[src/rtl/sva_pkg.sv]
// ----------------------------------------------------------------------------
// sva_pkg: shared types and constants of the voice allocator
// Request codes, status codes, defaults and the note frequency table.
// ----------------------------------------------------------------------------
package sva_pkg;

  localparam int VOICES_DEF   = 8;
  localparam int CHANNELS_DEF = 16;
  localparam int MAX_VEL_DEF  = 127;
  localparam logic [15:0] RELEASE_MS_RST = 16'd200;

  typedef enum logic [1:0] {
    REQ_NOTE_ON  = 2'd0,
    REQ_NOTE_OFF = 2'd1,
    REQ_ALL_OFF  = 2'd2,
    REQ_UPDATE   = 2'd3
  } req_t;

  typedef enum logic [1:0] {
    ST_OK     = 2'd0,
    ST_REJECT = 2'd1,
    ST_NOMATCH = 2'd2
  } status_t;

  typedef logic [13:0] freq_t;

  function automatic freq_t note_freq(input logic [6:0] n);
    freq_t t [128];
    t = '{
      0, 8, 9, 9, 10, 10, 11, 12, 12, 13, 14, 15,
      16, 17, 18, 19, 20, 21, 23, 24, 25, 27, 29, 30,
      32, 34, 36, 38, 41, 43, 46, 48, 51, 55, 58, 61,
      65, 69, 73, 77, 82, 87, 92, 97, 103, 110, 116, 123,
      130, 138, 146, 155, 164, 174, 184, 195, 207, 220, 233, 246,
      261, 277, 293, 311, 329, 349, 369, 391, 415, 440, 466, 493,
      523, 554, 587, 622, 659, 698, 739, 783, 830, 880, 932, 987,
      1046, 1108, 1174, 1244, 1318, 1396, 1479, 1567, 1661, 1760, 1864, 1975,
      2093, 2217, 2349, 2489, 2637, 2793, 2959, 3135, 3322, 3520, 3729, 3951,
      4186, 4434, 4698, 4978, 5274, 5587, 5919, 6271, 6644, 7040, 7458, 7902,
      8372, 8869, 9397, 9956, 10548, 11175, 11839, 12543};
    return t[n];
  endfunction

endpackage

[src/rtl/synth_voice_allocator_unit.sv]
// ----------------------------------------------------------------------------
// synth_voice_allocator_unit: polyphonic voice table, oldest-note steal
// Each request word is accepted in the idle state only, so a new word is not
// taken until the result of the last one has been taken. A sequencer first
// scans the voice memory one entry per cycle through its single read port,
// whose read data is registered. Then come a write-back state for the chosen
// entry, a state presenting the result word until it is taken and the idle
// state in which the next word is accepted. Active and released flags sit in
// flip-flops and reset clears them at once. Records of inactive voices are
// never used, so no clearing pass is needed.
// ----------------------------------------------------------------------------
module synth_voice_allocator_unit #(
  parameter int VOICES   = sva_pkg::VOICES_DEF,
  parameter int CHANNELS = sva_pkg::CHANNELS_DEF,
  parameter int MAX_VEL  = sva_pkg::MAX_VEL_DEF
) (
  input  logic        clk,
  input  logic        rst_n,
  input  logic        in_valid,
  output logic        in_ready,
  input  logic [1:0]  in_req_type,
  input  logic [7:0]  in_midi_channel,
  input  logic [7:0]  in_note_number,
  input  logic [7:0]  in_note_velocity,
  input  logic [31:0] in_now_ms,
  output logic        out_valid,
  input  logic        out_ready,
  output logic [1:0]  out_status,
  output logic [3:0]  out_voice_index,
  output logic        out_was_stolen,
  output logic [13:0] out_frequency_hz,
  output logic [3:0]  out_active_count,
  input  logic        cfg_we,
  input  logic [15:0] cfg_wdata
);
  import sva_pkg::*;

  localparam int AW = (VOICES > 1) ? $clog2(VOICES) : 1;

  typedef enum logic [3:0] {
    S_IDLE  = 4'b0001,
    S_SCAN  = 4'b0010,
    S_WRITE = 4'b0100,
    S_OUT   = 4'b1000
  } state_t;

  state_t state_r, state_nxt;
  logic [15:0] release_ms_r;
  logic [VOICES-1:0] act_r, rel_r;
  logic [1:0]  req_r;
  logic [7:0]  ch_r, note_r, vel_r;
  logic [31:0] now_r;
  logic [AW:0] rcnt_r;
  logic [AW:0] vcnt_r;
  logic        rvld_r;
  logic        found_r;
  logic [AW-1:0] sel_r;
  logic [31:0] best_r;
  logic [38:0] keep_r;
  logic [1:0]  status_r;
  logic [3:0]  vidx_r;
  logic        stolen_r;
  logic [13:0] freq_r;

  logic        we;
  logic [81:0] wdata, rdata;
  logic [AW-1:0] raddr, vi;
  logic [3:0]  r_ch;
  logic [6:0]  r_note;
  logic [31:0] r_start, r_rel;

  assign raddr = rcnt_r[AW-1:0];
  assign vi = vcnt_r[AW-1:0];
  assign {r_ch, r_note, r_start, r_rel} = {rdata[81:78], rdata[77:71], rdata[63:32],
                                           rdata[31:0]};

  sva_voice_mem #(.VOICES(VOICES), .AW(AW)) u_mem (
    .clk(clk), .we(we), .waddr(sel_r), .wdata(wdata), .raddr(raddr), .rdata(rdata)
  );

  logic [6:0] vel_c;
  assign vel_c = (vel_r > 8'(MAX_VEL)) ? 7'(MAX_VEL) : vel_r[6:0];
  assign we = (state_r == S_WRITE) &&
              ((req_r == REQ_NOTE_ON && status_r == ST_OK) ||
               (req_r == REQ_NOTE_OFF && found_r));
  assign wdata = (req_r == REQ_NOTE_ON) ? {ch_r[3:0], note_r[6:0], vel_c, now_r, 32'd0}
                                        : {ch_r[3:0], note_r[6:0], keep_r, now_r};

  logic bad_on;
  assign bad_on = (ch_r >= 8'(CHANNELS)) || note_r[7];

  always_ff @(posedge clk) begin
    if (!rst_n) begin
      state_r <= S_IDLE;
      release_ms_r <= RELEASE_MS_RST;
      act_r <= '0;
      rel_r <= '0;
    end else begin
      state_r <= state_nxt;
      if (cfg_we) begin
        release_ms_r <= cfg_wdata;
      end
      if (state_r == S_WRITE) begin
        if (req_r == REQ_NOTE_ON && status_r == ST_OK) begin
          act_r[sel_r] <= 1'b1;
          rel_r[sel_r] <= 1'b0;
        end else if (req_r == REQ_NOTE_OFF && found_r) begin
          rel_r[sel_r] <= 1'b1;
        end else if (req_r == REQ_ALL_OFF) begin
          act_r <= '0;
          rel_r <= '0;
        end
      end
      if (state_r == S_SCAN && rvld_r && req_r == REQ_UPDATE && act_r[vi] && rel_r[vi]
          && (now_r - r_rel) >= {16'd0, release_ms_r}) begin
        act_r[vi] <= 1'b0;
        rel_r[vi] <= 1'b0;
      end
    end
  end

  always_comb begin
    state_nxt = state_r;
    case (state_r)
      S_IDLE:  if (in_valid) state_nxt = S_SCAN;
      S_SCAN:  if (rvld_r && vcnt_r == (AW+1)'(VOICES - 1)) state_nxt = S_WRITE;
      S_WRITE: state_nxt = S_OUT;
      S_OUT:   if (out_ready) state_nxt = S_IDLE;
      default: state_nxt = S_IDLE;
    endcase
  end

  assign in_ready = (state_r == S_IDLE);

  logic [AW-1:0] free_idx;
  logic free_any;
  always_comb begin
    free_any = 1'b0;
    free_idx = '0;
    for (int i = VOICES - 1; i >= 0; i--) begin
      if (!act_r[i]) begin
        free_any = 1'b1;
        free_idx = AW'(i);
      end
    end
  end

  always_ff @(posedge clk) begin
    case (state_r)
      S_IDLE: begin
        req_r <= in_req_type;
        ch_r <= in_midi_channel;
        note_r <= in_note_number;
        vel_r <= in_note_velocity;
        now_r <= in_now_ms;
        rcnt_r <= '0;
        vcnt_r <= '0;
        rvld_r <= 1'b0;
        found_r <= 1'b0;
        sel_r <= '0;
      end
      S_SCAN: begin
        rcnt_r <= rcnt_r + 1'b1;
        rvld_r <= 1'b1;
        if (rvld_r) begin
          vcnt_r <= vcnt_r + 1'b1;
          if (req_r == REQ_NOTE_ON && (vcnt_r == '0 || r_start < best_r)) begin
            best_r <= r_start;
            sel_r <= vi;
          end
          if (req_r == REQ_NOTE_OFF && !found_r && act_r[vi] && {4'd0, r_ch} == ch_r
              && {1'b0, r_note} == note_r) begin
            found_r <= 1'b1;
            sel_r <= vi;
            keep_r <= rdata[70:32];
          end
        end
      end
      S_WRITE: ;
      default: ;
    endcase
    if (state_r == S_SCAN && state_nxt == S_WRITE) begin
      status_r <= ST_OK;
      vidx_r <= 4'(VOICES);
      stolen_r <= 1'b0;
      freq_r <= '0;
      if (req_r == REQ_NOTE_ON) begin
        if (bad_on) begin
          status_r <= ST_REJECT;
        end else begin
          freq_r <= note_freq(note_r[6:0]);
          stolen_r <= !free_any;
          if (free_any) begin
            sel_r <= free_idx;
            vidx_r <= 4'(free_idx);
          end else if (req_r == REQ_NOTE_ON && (r_start < best_r)) begin
            sel_r <= vi;
            vidx_r <= 4'(vi);
          end else begin
            vidx_r <= 4'(sel_r);
          end
        end
      end else if (req_r == REQ_NOTE_OFF) begin
        if (!found_r && act_r[vi] && {4'd0, r_ch} == ch_r && {1'b0, r_note} == note_r) begin
          found_r <= 1'b1;
          sel_r <= vi;
          keep_r <= rdata[70:32];
          vidx_r <= 4'(vi);
        end else if (found_r) begin
          vidx_r <= 4'(sel_r);
        end else begin
          status_r <= ST_NOMATCH;
        end
      end
    end
  end

  assign out_valid = (state_r == S_OUT);
  assign out_status = status_r;
  assign out_voice_index = vidx_r;
  assign out_was_stolen = stolen_r;
  assign out_frequency_hz = freq_r;
  assign out_active_count = 4'($countones(act_r));

  a_rdy: assert property (@(posedge clk) disable iff (!rst_n)
    in_ready |-> !out_valid) else $error("ready while result pending");
  a_steal: assert property (@(posedge clk) disable iff (!rst_n)
    (out_valid && out_was_stolen) |-> (act_r == '1)) else $error("steal with free voice");
  a_one: assert property (@(posedge clk) disable iff (!rst_n)
    $onehot(state_r)) else $error("state not one-hot");
  a_rel: assert property (@(posedge clk) disable iff (!rst_n)
    (rel_r & ~act_r) == '0) else $error("released voice not active");
endmodule

[src/rtl/sva_voice_mem.sv]
// ----------------------------------------------------------------------------
// sva_voice_mem: voice record memory
// One write port and one registered read port holding channel, note,
// velocity, start time and release time of each voice.
// ----------------------------------------------------------------------------
module sva_voice_mem #(
  parameter int VOICES = 8,
  parameter int AW = 3
) (
  input  logic          clk,
  input  logic          we,
  input  logic [AW-1:0] waddr,
  input  logic [81:0]   wdata,
  input  logic [AW-1:0] raddr,
  output logic [81:0]   rdata
);
  logic [81:0] mem [VOICES];

  always_ff @(posedge clk) begin
    if (we) begin
      mem[waddr] <= wdata;
    end
    rdata <= mem[raddr];
  end
endmodule
[config.mk]
export PLATFORM = sky130hd
export DESIGN_NAME = synth_voice_allocator_unit
export DESIGN_NICKNAME = d
export VERILOG_FILES = /design/src/rtl/sva_pkg.sv /design/src/rtl/synth_voice_allocator_unit.sv /design/src/rtl/sva_voice_mem.sv
export SDC_FILE = /design/constraint.sdc
export NUM_CORES = 1
export LEC_CHECK = 0
export BUFFER_PORTS_ARGS = -buffer_cell sky130_fd_sc_hd__buf_2
export CORE_MARGIN = 2
export CORE_UTILIZATION = 60
export CTS_CLUSTER_DIAMETER = 200
export CTS_CLUSTER_SIZE = 28
export DETAILED_ROUTE_END_ITERATION = 7
export GPL_TIMING_DRIVEN = 0
export PLACE_DENSITY_LB_ADDON = 0.2
export SETUP_SLACK_MARGIN = 0.2
export SYNTH_ARGS = -nofsm -noshare
export SYNTH_HDL_FRONTEND = slang
export SYNTH_HIERARCHICAL = 1
export SYNTH_SLANG_ARGS = --single-unit
[constraint.sdc]
create_clock -name clk -period 22.1 [get_ports clk]
set_clock_uncertainty 0.05 [all_clocks]
set_input_delay 4.42 -clock clk [delete_from_list [all_inputs] [get_ports clk]]
set_output_delay 4.42 -clock clk [all_outputs]
set_load 0.01 [all_outputs]
### Word-level counts from Yosys, hierarchy flattened

Memories as Yosys holds them, arrays and structs flattened. A register that Yosys moved wholly into a read port is not among the register bits.
Index checks and enable logic that the tools add are counted.

| storage, ports and cells | value |
|---|---|
| memories kept | 2 |
| register bits | 185 |
| output and inout bits | 27 |
| bits of input ports | 79 |
| logic and storage cells | 178 |
| memory bits (writable) | 656 |
| memory bits (read-only) | 1792 |

Memories:

| name | depth | width | read ports | clocked after Yosys merged registers in | write ports | RTL line | text |
|---|---|---|---|---|---|---|---|
| (no name shown) | 128 | 14 | 1 | 1 | 0 | sva_pkg.sv:41 | `return t[n];` |
| u_mem.mem | 8 | 82 | 1 | 1 | 1 | sva_voice_mem.sv:17 | `logic [81:0] mem [VOICES];` |

| operators by class | value |
|---|---|
| multiplexer cells | 85 |
| $lt $le $gt $ge | 8 |
| add/sub/neg operators | 10 |
| reduce and logical (&&, ||, !) cells | 33 |
| equality and inequality tests | 12 |
| bitwise operators | 9 |

Operator list:

| cell | number |
|---|---|
| $mux 39 | 7 |
| $mux 8 | 12 |
| $mux 71 | 1 |
| $mux 3 | 20 |
| $mux 4 | 9 |
| $ge 32x16->1 | 1 |
| $lt 32x32->1 | 1 |
| $sub 32x32->32 | 1 |
| $and 8x8->8 | 3 |
| $logic_and 1x1->1 | 21 |
| $mux 1 | 21 |
| $not 8->8 | 2 |
| $or 8x8->8 | 2 |
| $pmux 4 s2 | 2 |
| $pmux 4 s4 | 1 |
| $eq 4x3->1 const B | 3 |
| $add 1x1->2 | 4 |
| $add 4x1->4 const B | 2 |
| $eq 4x8->1 | 1 |
| $eq 7x8->1 | 1 |
| $ge 8x5->1 const B | 1 |
| $gt 8x7->1 const B | 1 |
| $lt 3x4->1 const B | 2 |
| $mux 2 | 4 |
| 24 further kinds | 34 |

### Logic depth before layout (Yosys ltp)

| depth | value |
|---|---|
| word-level depth | 13 |
| gate-level depth with buffers | 21 |
| mapped depth without buffers | 20 |

### Cells and area by module

The synthesis kept the hierarchy.

Modules (own cells, without submodules):

| module | seq. area each (µm²) | times used | cells each | area an instance (µm²) |
|---|---|---|---|---|
| sva_voice_mem | 21340.5 | 1 | 1042 | 27048.4 |
| synth_voice_allocator_unit | 5154.9 | 1 | 1368 | 12620.9 |

### Worst setup path before layout

No wires, ideal clock.

| timing | value |
|---|---|
| kind | reg2reg |
| start point | register state_r[0] |
| end point | memory u_mem.mem[0][0] (enable) |
| path slack | 14.518 ns |
| data arrival time | 6.910 ns |
| period minus slack after synthesis | 7.582 ns |
| buffers on the path | 0 |
| cell stages (with the launch flop) | 5 |
| library setup time | 0.623 ns |
| required time | 21.427 ns |
| path through | dfxtp_1 > or4b_2 > nor3_1 > nand2b_1 > nor3_1 |

| on the way | value |
|---|---|
| cells in the longest elaborated chain, start to end | 4 |

RTL lines:

| item | RTL line | text |
|---|---|---|
| start: declaration | synth_voice_allocator_unit.sv:47 | `state_t state_r, state_nxt;` |
| start signal: assignment | synth_voice_allocator_unit.sv:99 | `state_r <= state_nxt;` |
| $eq 4x3->1 | synth_voice_allocator_unit.sv:83 | `assign we = (state_r == S_WRITE) &&` |
| $logic_and 1x1->1 | synth_voice_allocator_unit.sv:83 |  |
| net we | synth_voice_allocator_unit.sv:65 | `logic we;` |
| $mux 1 | sva_voice_mem.sv:20 | `if (we) begin` |
| $mux 1 (implied by the code) | sva_voice_mem.sv:21 | `mem[waddr] <= wdata;` |
| end: declaration | sva_voice_mem.sv:17 |  |

The timed path passes the listed nets, and every way through them passes these cells.

### Worst setup path after layout

| timing | value |
|---|---|
| start point | register act_r[0] |
| end point | output out_active_count[2] |

| on the way | value |
|---|---|
| cells in the longest elaborated chain, start to end | 3 |

RTL lines:

| item | RTL line | text |
|---|---|---|
| start: declaration | synth_voice_allocator_unit.sv:49 | `logic [VOICES-1:0] act_r, rel_r;` |
| start signal: assignment | synth_voice_allocator_unit.sv:96 | `act_r <= '0;` |
| start signal: indexed assignment | synth_voice_allocator_unit.sv:105 | `act_r[sel_r] <= 1'b1;` |
| start signal: assignment | synth_voice_allocator_unit.sv:110 | `act_r <= '0;` |
| $add 1x1->2 (implied by the code) | synth_voice_allocator_unit.sv:223 | `assign out_active_count = 4'($countones(act_r));` |
| $add 2x2->3 (implied by the code) | synth_voice_allocator_unit.sv:223 |  |
| $add 3x3->4 (implied by the code) | synth_voice_allocator_unit.sv:223 |  |
| end: declaration | synth_voice_allocator_unit.sv:32 | `output logic [3:0] out_active_count,` |

No other way between the ends.

==> flow_metrics.env <==
export IMPL_outcome="completed"
export IMPL_drtAntennaViolNets=0
export IMPL_p_per_area_nw_per_um2=82.2
export IMPL_relSlewSlack_pct=9.40
export IMPL_clkLatencyLatePin_ps=600
export IMPL_syn2layout_area_growth_pct=8.76
export IMPL_dr_pass1_iters=8
export IMPL_cts_setup_buffers=0
export IMPL_hold_class="reg -> reg"
export IMPL_critPathArrivalTime_ps=3490
export IMPL_gp_congestion=0.933
export IMPL_hold_viol_final=0
export IMPL_fillers=4116
export IMPL_rsz0062_at_grt="false"
export IMPL_nNetsFinal=2632
export IMPL_crit_buf_inv=4
export IMPL_cts_root_buf="clkbuf_16"
export IMPL_cts_made_buffers=36
export IMPL_syn_area_um2=36900
export IMPL_wirelength_um=84400
export IMPL_grt_start_max_net_pins=37
export IMPL_core_area_um2=60600
export IMPL_num_rows=90
export IMPL_drive_gt1_share_pct=16.4
export IMPL_crit_path_top_delay_cell="fa_1"
export IMPL_dieArea_um2=63400
export IMPL_clock_sink_count=858
export IMPL_dr_first_iter_drc_count=1990
export IMPL_cp_start_kind="flop"
export IMPL_drc=0
export IMPL_crit_path_cell_trace="fa_1 -> inv_1 -> fa_1 -> fa_1 -> inv_1 -> ha_1 -> inv_1 -> fa_1 -> xnor2_1 -> buf_2"
export IMPL_initial_core_util_pct=60.8
export IMPL_fmax_mhz=126
export IMPL_syn_num_nets=2456
export IMPL_power_leakage_nw=14.3
export IMPL_required_ps=17630
export IMPL_slowest_delay_ps=550
export IMPL_hold_buffers=0
export IMPL_cts_resized=0
export IMPL_endpoint_kind="primary output"
export IMPL_n_antenna_cell=0
export IMPL_clk_path_buf_depth=3
export IMPL_drv_slew=0
export IMPL_cp_common_cell="fa_1"
export IMPL_overflow=0
export IMPL_die_y_um=252
export IMPL_antenna_found_initial=2
export IMPL_fin_crit_sh_pct=36.0
export IMPL_track_usage_pct=27.0
export IMPL_tns_ps=0
export IMPL_grt_pass1_vias=20700
export IMPL_path_max_fanout=5
export IMPL_synth_area_per_cell_um2=16.1
export IMPL_hpwl_um=57900
export IMPL_grt_pass1_wl_um=127000
export IMPL_cp_top_family="adder cells"
export IMPL_cts_htree_levels=2
export IMPL_period_minus_slack_ps=7960
export IMPL_finalSetupViolCount=0
export IMPL_viasPerCell=6.30
export IMPL_port_buffers=95
export IMPL_tightest_slew_ps=1350
export IMPL_clk_pin_slew_ps=110
export IMPL_syn_inst=2283
export IMPL_yosys_warnings=6
export IMPL_vias=20600
export IMPL_placed_area_um2=39100
export IMPL_wire_per_inst_um=25.8
export IMPL_hold_ws_ps=424
export IMPL_cts_tree="yes"
export IMPL_cap_violations=0
export IMPL_design_area_um2=40100
export IMPL_io_pins=106
export IMPL_crit_type="reg -> out"
export IMPL_vdd_drop_max_mv=0.0694
export IMPL_final_util_pct=66.2
export IMPL_die_w_um=252
==> final timing paths <==
path                                              start                   end  slack, ps  cells past startpoint
worst max register to register       now_r[1]$_DFFE_PP_   act_r[2]$_SDFF_PN0_      16550                     18
worst min-delay path            u_mem/rdata[44]$_DFF_P_  best_r[12]$_DFFE_PP_        420                      0
worst min register to register  u_mem/rdata[44]$_DFF_P_  best_r[12]$_DFFE_PP_        420                      0
worst max-delay path                act_r[0]$_SDFF_PN0_   out_active_count[2]      14140                     10
==> cell usage in the layout, fill, tap and decap left out, types with 15 or more instances in the layout <==
cell type / n
nor2_1: 88
clkbuf_1: 73
nor2b_1: 26
mux4_2: 27
a31oi_1: 27
o211ai_1: 16
nor3_1: 31
edfxtp_1: 711
buf_6: 44
mux4_1: 126
a21o_1: 17
o21ai_0: 69
mux2i_1: 26
mux2_2: 114
a21oi_1: 67
nand2_1: 190
clkbuf_8: 23
xor2_1: 19
a211oi_1: 20
xnor2_1: 19
buf_2: 99
nand2b_1: 15
buf_12: 20
dfxtp_1: 147
ha_1: 89
and2_1: 41
clkbuf_16: 36
inv_1: 106
nand3_1: 21
==> layer usage <==
layer | vias up | global-route usage [%] | share of wire, %
li1 | 9200 | - | -
met1 | 10500 | 38.9 | 42
met2 | 760 | 45.1 | 49
met3 | 106 | 2.75 | 6.2
met4 | 0 | 6.46 | 2.3
met5 | - | 0 | 0
==> sequential cells by signal, summed over array words and instances, names as in the netlist, 3 cells and up <==
register,cells
u_mem/mem,600
u_mem/rdata,75
best_r,32
keep_r,32
now_r,32
release_ms_r,16
out_frequency_hz,14
act_r,8
ch_r,8
note_r,8
rel_r,8
out_voice_index,4
state_r,4
vcnt_r,4
rcnt_r,3
sel_r,3
==> where the power goes <==
group / total, mW / internal [mW] / switching, mW
logic: 0.638 / 0.273 / 0.365
registers: 1.87 / 1.82 / 0.0447
clock network: 0.788 / 0.317 / 0.471
==> final cells by class <==
cell class                 count  area [um2]  share of cell area, %
buffer                       110         843                   2.10
clock buffer                  62         998                   2.49
clock inverter                 3        36.3                 0.0905
inverter                     108         405                   1.01
multi-input combinational   1207       11400                   28.4
sequential                   858       24300                   60.6
tap                          782         978                   2.44
timing repair buffer         138        1150                   2.86
==> through the flow <==
step	worst slack [ps]	total power [mW]	std cells
global placement	8760	2.52	3160
CTS	14050	3.31	3268
floorplan	14920	2.35	2283
detailed placement	14730	2.53	3203
finish	14140	3.29	3268
global route	13950	3.43	3268
(Power assumes the default switching activity.)
